`src/design/lis_pkg.sv`:
```
// lis_pkg: shared types and constants for the longest increasing subsequence block
// no dependencies; imported by lis_front, lis_core and the top level
package lis_pkg;

    localparam int unsigned IN_DATA_W     = 32;
    localparam int unsigned OUT_DATA_W    = 24;
    localparam int unsigned LEN_FIELD_W   = 9;
    localparam int unsigned LEN_FIELD_MAX = 511;

    typedef enum logic [1:0] {
        ST_IDLE,
        ST_SCAN,
        ST_WRITE
    } t_core_state;

endpackage

```
`src/design/lis_front.sv`:
```
// lis_front: input side, takes stream items, forms the compare key and queues them
// depends on lis_pkg
module lis_front #(
    parameter int unsigned VALUE_WIDTH = 32
) (
    input  logic                            i_clk,
    input  logic                            i_rst_n,
    input  logic                            i_s_axis_tvalid,
    output logic                            o_s_axis_tready,
    input  logic [lis_pkg::IN_DATA_W-1:0]   i_s_axis_tdata,   // element_value
    input  logic                            i_s_axis_tlast,   // last_item
    output logic                            o_q_valid,
    input  logic                            i_q_pop,
    output logic [VALUE_WIDTH-1:0]          o_q_key,
    output logic                            o_q_last
);
    import lis_pkg::*;

    localparam int unsigned QDEPTH = 2;

    logic [VALUE_WIDTH-1:0] r_q_key  [QDEPTH];
    logic                   r_q_last [QDEPTH];
    logic                   r_wr_ptr;
    logic                   r_rd_ptr;
    logic [1:0]             r_fill;
    logic [63:0]            w_ext;
    logic [VALUE_WIDTH-1:0] w_key;
    logic                   w_push;
    logic                   w_pop;

    // key is the low VALUE_WIDTH bits, compared signed
    assign w_ext  = 64'(i_s_axis_tdata);
    assign w_key  = w_ext[VALUE_WIDTH-1:0];

    assign o_s_axis_tready = (r_fill != 2'(QDEPTH));
    assign w_push          = i_s_axis_tvalid && o_s_axis_tready;
    assign o_q_valid       = (r_fill != 2'd0);
    assign w_pop           = i_q_pop && o_q_valid;
    assign o_q_key         = r_q_key[r_rd_ptr];
    assign o_q_last        = r_q_last[r_rd_ptr];

    always_ff @(posedge i_clk) begin
        if (w_push) begin
            r_q_key[r_wr_ptr]  <= w_key;
            r_q_last[r_wr_ptr] <= i_s_axis_tlast;
        end
    end

    always_ff @(posedge i_clk) begin
        if (!i_rst_n) begin
            r_wr_ptr <= 1'b0;
            r_rd_ptr <= 1'b0;
            r_fill   <= 2'd0;
        end else begin
            if (w_push) begin
                r_wr_ptr <= ~r_wr_ptr;
            end
            if (w_pop) begin
                r_rd_ptr <= ~r_rd_ptr;
            end
            case ({w_push, w_pop})
                2'b10:   r_fill <= r_fill + 2'd1;
                2'b01:   r_fill <= r_fill - 2'd1;
                default: r_fill <= r_fill;
            endcase
        end
    end

    a_fill_bound: assert property (@(posedge i_clk) disable iff (!i_rst_n)
        r_fill <= 2'(QDEPTH))
        else $error("queue fill above depth");

    a_no_push_full: assert property (@(posedge i_clk) disable iff (!i_rst_n)
        (r_fill == 2'(QDEPTH) && !w_pop) |=> (r_fill == 2'(QDEPTH)))
        else $error("queue fill changed while full without pop");

    a_pop_moves: assert property (@(posedge i_clk) disable iff (!i_rst_n)
        (w_pop && !w_push) |=> (r_fill == $past(r_fill) - 2'd1))
        else $error("pop did not lower fill");

endmodule

```
`config.mk`:
```
export PLATFORM = sky130hd
export DESIGN_NAME = lis_front
export DESIGN_NICKNAME = d
export VERILOG_FILES = /design/src/design/lis_pkg.sv /design/src/design/lis_front.sv
export SDC_FILE = /design/constraint.sdc
export NUM_CORES = 1
export LEC_CHECK = 0
export ABC_CLOCK_PERIOD_IN_PS = 4630
export BUFFER_PORTS_ARGS = -buffer_cell sky130_fd_sc_hd__buf_2
export CORE_MARGIN = 2
export CORE_UTILIZATION = 55
export CTS_CLUSTER_DIAMETER = 80
export CTS_CLUSTER_SIZE = 10
export DETAILED_ROUTE_END_ITERATION = 8
export GPL_ROUTABILITY_DRIVEN = 1
export MAX_ROUTING_LAYER = met4
export PLACE_DENSITY = 0.89
export REMOVE_ABC_BUFFERS = 1
export SLEW_MARGIN = 25
export SYNTH_ARGS = -nofsm -noshare
export SYNTH_HDL_FRONTEND = slang
export SYNTH_SLANG_ARGS = --single-unit
```
`constraint.sdc`:
```
create_clock -name i_clk -period 4.63 [get_ports i_clk]
set_clock_uncertainty 0.1 [all_clocks]
set_input_delay 0 -clock i_clk [delete_from_list [all_inputs] [get_ports i_clk]]
set_output_delay 0 -clock i_clk [all_outputs]
set_load 0.03 [all_outputs]
```
# Word level (Yosys, flattened, before mapping)
# Memories as Yosys holds them, arrays and structs flattened. A register that Yosys moved wholly into a read port is not among the register bits.
# Index checks and enable logic that the tools add are counted.
[op_classes] addsub=2 eq_ne=3 muxes=7 bitwise_logic=2 reduce_logical=4
[ops] op="two-way mux 1 bit" n=6
[ops] op="case mux 2 bit (2 select lines)" n=1
[ops] op="nonzero test 2 bit" n=2
[ops] op="adder 2 x 1 -> 2 bit (second input constant)" n=1
[ops] op="equality test 2 x 1 -> 1 bit (second input constant)" n=1
[ops] op="equality test 2 bit (second input constant)" n=1
[ops] op="logical AND 1 bit" n=2
[ops] op="!= test 2 bit (second input constant)" n=1
[ops] op="inverter 1 bit" n=2
[ops] op="subtractor 2 x 1 -> 2 bit (second input constant)" n=1
[word_totals] ff_bits=4 ram_bits=66 inputBits=37 elab_cells=23 n_memories=2
[mem_list] name="r_q_key" words=2 width=32 read_ports=1 rd_ports_with_merged_regs=1 wr=1 line="lis_front.sv:21" rtl="logic [VALUE_WIDTH-1:0] r_q_key [QDEPTH];"
[mem_list] name="r_q_last" words=2 width=1 read_ports=1 rd_ports_with_merged_regs=1 wr=1 line="lis_front.sv:22" rtl="logic r_q_last [QDEPTH];"

# Depth between registers and ports, before layout
[logic_depth] depth_word=4 depth_mapped=6

# Worst setup path after synthesis
# OpenSTA, ideal clock, no wires.
[synth_path] path_type="register to register" from="register r_fill[0]" to="memory r_q_key[1][0] (enable)" t_arrival_ps=1683 required_time_ps=4137 setup_slack_ps=2454 path_stages_with_launch=3 n_path_buf=0 period_less_slack_ps=2176 cell_sequence="dfxtp_1 > nand2b_1 > and3_1"
[synth_via] elab_chain_cells=4
[synth_lines] item="start, declared" line="lis_front.sv:25" rtl="logic [1:0] r_fill;"
[synth_lines] item="start signal, assigned" line="lis_front.sv:62" rtl="2'b10: r_fill <= r_fill + 2'd1;"
[synth_lines] item="start signal, assigned" line="lis_front.sv:63" rtl="2'b01: r_fill <= r_fill - 2'd1;"
[synth_lines] item="start signal, assigned" line="lis_front.sv:64" rtl="default: r_fill <= r_fill;"
[synth_lines] item="!= test 2 bit" line="lis_front.sv:35" rtl="assign o_s_axis_tready = (r_fill != 2'(QDEPTH));"
[synth_lines] item="net o_s_axis_tready" line="lis_front.sv:9" rtl="output logic o_s_axis_tready,"
[synth_lines] item="logical AND 1 bit" line="lis_front.sv:36" rtl="assign w_push = i_s_axis_tvalid && o_s_axis_tready;"
[synth_lines] item="two-way mux 1 bit" line="lis_front.sv:43" rtl="if (w_push) begin"
[synth_lines] item="two-way mux 1 bit (not written as such)" line="lis_front.sv:44" rtl="r_q_key[r_wr_ptr] <= w_key;"
[synth_lines] item="end, declared" line="lis_front.sv:21"
# The timed path passes the listed nets, and every way through them passes these cells.

==> run_results.csv <==
group,metric,value,unit
sta,max_freq,495,MHz
worst_hold_path,min_path_cells,4,
sta,drv_slew,0,
yosys,synth_seq_cells,71,
power_and_ir_drop,comb_power_share,0.337,
sta,tightest_slew,488,ps
power_and_ir_drop,p_switching,0.000647,W
final_layout,final_common_cell,"buf_2",
worst_setup_path,cp-start-kind,"flip-flop",
global_routing,first_global_vias,1563,
global_routing,grt_pass1_wl,7170,µm
power_and_ir_drop,switching_share,0.331,
floorplanning,dieArea,5310,µm²
floorplanning,die_h,72.9,µm
yosys,synth_cells,127,
final_layout,layout_common_cells,"71 x buf_2, 66 x edfxtp_1, 35 x dlygate4sd3_1, 33 x mux2_2, 9 x clkbuf_8",
clock_network,insertion_delay,310,ps
yosys,synth.distinct_cells,20,
worst_setup_path,worst-path-max-fanout,22,
final_layout,fillerInstances,276,
worst_setup_path,r2r_setup_slack,2940,ps
final_layout,nNetsFinal,281,
worst_setup_path,cp.required,4530,ps
placement,dp.cells,251,
global_routing,gr-total-overflow,0,
yosys,synthesis.area,2610,µm²
drt,via_per_inst,5.01,
floorplanning,die_w,72.9,µm
power_and_ir_drop,p_leak,1.37,nW
clock_network,htree_levels,3,
sta,max_slew_margin,0.674,
worst_setup_path,endpoint_kind,"primary output",
worst_setup_path,crit_arrival,1920,ps
run_status,status,"finished clean",
power_and_ir_drop,seqPwrFrac,0.438,
global_routing,grt_max_degree,34,
clock_network,clk_pin_slew,70,ps
yosys,synth_area_per_cell,20.5,µm²
placement,numPortBuffers,71,
drt,drc_errors,0,
drt,routed_wl,4820,µm
drt,dr.first_iter.drc_count,116,
floorplanning,coreArea,4660,µm²
global_routing,antenna_found_initial,0,
drt,firstDrtPassIters,4,
floorplanning,initial_core_util,0.560,
sta,period_needed,2020,ps
sta,post-route-period-util,0.437,
power_and_ir_drop,power.density,549,nW/µm²
floorplanning,rows,25,
clock_network,cts_tree,"done",
placement,post-dp-hpwl,2690,µm
final_layout,diodes,0,
worst_hold_path,hp-class,"input pin to flip-flop",
clock_network,root_buffer,"clkbuf_8",
worst_setup_path,critPathKind,"flip-flop to primary output",
yosys,yosysWarnings,0,
final_layout,areaGrowthSynthToFinish,36.6,%
clock_network,cts_resized,0,
drt,wl_per_cell,15.9,µm
final_layout,final_cells,302,
drt,antenna_left,0,
floorplanning,ios,72,
worst_setup_path,worstRegToRegCells,5,
placement,place.gp.congestion,0.689,
power_and_ir_drop,p_int,0.00131,W
sta,finalSetupTns,0,ps
global_routing,gr-usage-all-layers,0.198,
power_and_ir_drop,max-vdd-ir-drop,0.393,mV
run,max_cap_viol_count,0,
clock_network,cts_buffers,9,
drt,vias,1512,
sta,rsz0062_at_grt,"no",
clock_network,cts.sinks,71,
worst_setup_path,crit_chain,"buf_4 -> mux2_2 -> buf_2",
final_layout,post-route-util,0.765,
power_and_ir_drop,pwr-share-clk,0.225,
sta,hold_viol,0,
yosys,synth_seq_area_share,0.798,
clock_network,post_cts_buffers,0,
worst_setup_path,crit_slowest_cell,"dfxtp_1",
worst_setup_path,cpPeakStageDelay,620,ps
sta,finalSetupViolCount,0,
final_layout,drive_gt1_frac,0.488,
clock_network,cts_buffer_depth,2,
synth_stat cells (all sizes together):
master	n	area share
nand3b	1	0.0029
nand2b	1	0.0024
mux2	33	0.14
xnor2	3	0.010
buf	4	0.0077
dfxtp	5	0.038
a21bo	1	0.0038
o21ai	1	0.0019
and3	1	0.0024
ha	1	0.0048
a21boi	2	0.0058
or2	1	0.0024
nand2	1	0.0014
and2	1	0.0024
nor2b	2	0.0048
edfxtp	66	0.76
inv	1	0.0014
o21a	1	0.0029
or3	1	0.0024
routing by layer:
| metal | track usage | wire [µm] | vias to the layer above | share of wire |
|---|---|---|---|---|
| li1 | - | - | 720 | - |
| met5 | - | 0 | - | 0 |
| met1 | 0.215 | 1970 | 740 | 0.41 |
| met2 | 0.337 | 2620 | 48 | 0.54 |
| met4 | 0.103 | 44 | 0 | 0.0091 |
| met3 | 0.0456 | 177 | 4 | 0.037 |
through the flow:
step	total power (W)	instance area, µm²	hold WS (ps)	setup slack [ps]
after CTS	0.00197	3560	29.3	2570
after global routing	0.00205	3560	49.1	2470
final	0.00195	3560	49.9	2610
after global placement	0.00149	3030	87.1	2950
after floorplan	0.00133	2590	-1.13	2450
after detailed placement	0.00150	3030	91.5	2940
cell type report:
type                            instances  area (µm²)  share of cell area
Multi-Input combinational cell         51         503               0.141
Clock buffer                           10         128              0.0358
Inverter                                1        3.75             0.00105
Tap cell                               54        67.6              0.0190
Clock inverter                          6        51.3              0.0144
Timing Repair Buffer                  109         728               0.204
Sequential cell                        71        2080               0.584
power by group through the flow:
| stage | Sequential [W] | Clock [W] | Combinational, W |
|---|---|---|---|
| after floorplan | 0.000877 | 0 | 0.000453 |
| after global placement | 0.000865 | 0 | 0.000627 |
| after detailed placement | 0.000870 | 0 | 0.000634 |
| after CTS | 0.000857 | 0.000455 | 0.000660 |
| after global routing | 0.000866 | 0.000480 | 0.000699 |
| final | 0.000857 | 0.000440 | 0.000659 |
repair_timing:
item,4_1_cts,5_1_grt
hold buffers,35,0
endpoints found under the setup margin,0,0
hold endpoints to repair,71,0
worst paths after layout:
path | start | endpoint
worst max-delay path | flip-flop | o_q_key[8]
worst min register to register | r_fill[1] | r_fill[1]
worst min-delay path | i_q_pop | r_rd_ptr
worst max register to register | r_fill[0] | r_fill[1]
flip-flops by register name (all words and copies together) (netlist names), named ones only:
name / flops
r_fill: 2
r_q_key: 64
r_q_last: 2
r_rd_ptr: 1
r_wr_ptr: 1
critical path: cells and delay by family (launching register included):
family                 cells  cell delay, ps
DFF                        1             620
buffers and inverters      2             570
muxes                      1             390
kinds of logic after synthesis:
logic type | count (synthesis) | synth area share
adders and majority gates | 1 | 0.00480
buffers and inverters | 5 | 0.00911
AOI/OAI and AO/OA | 5 | 0.0144
xor gates and xnor gates | 3 | 0.0101
and+or+nand+nor | 9 | 0.0211
muxes | 33 | 0.142
DFF | 71 | 0.798
No activity file was read; power rests on OpenSTA's default activity.
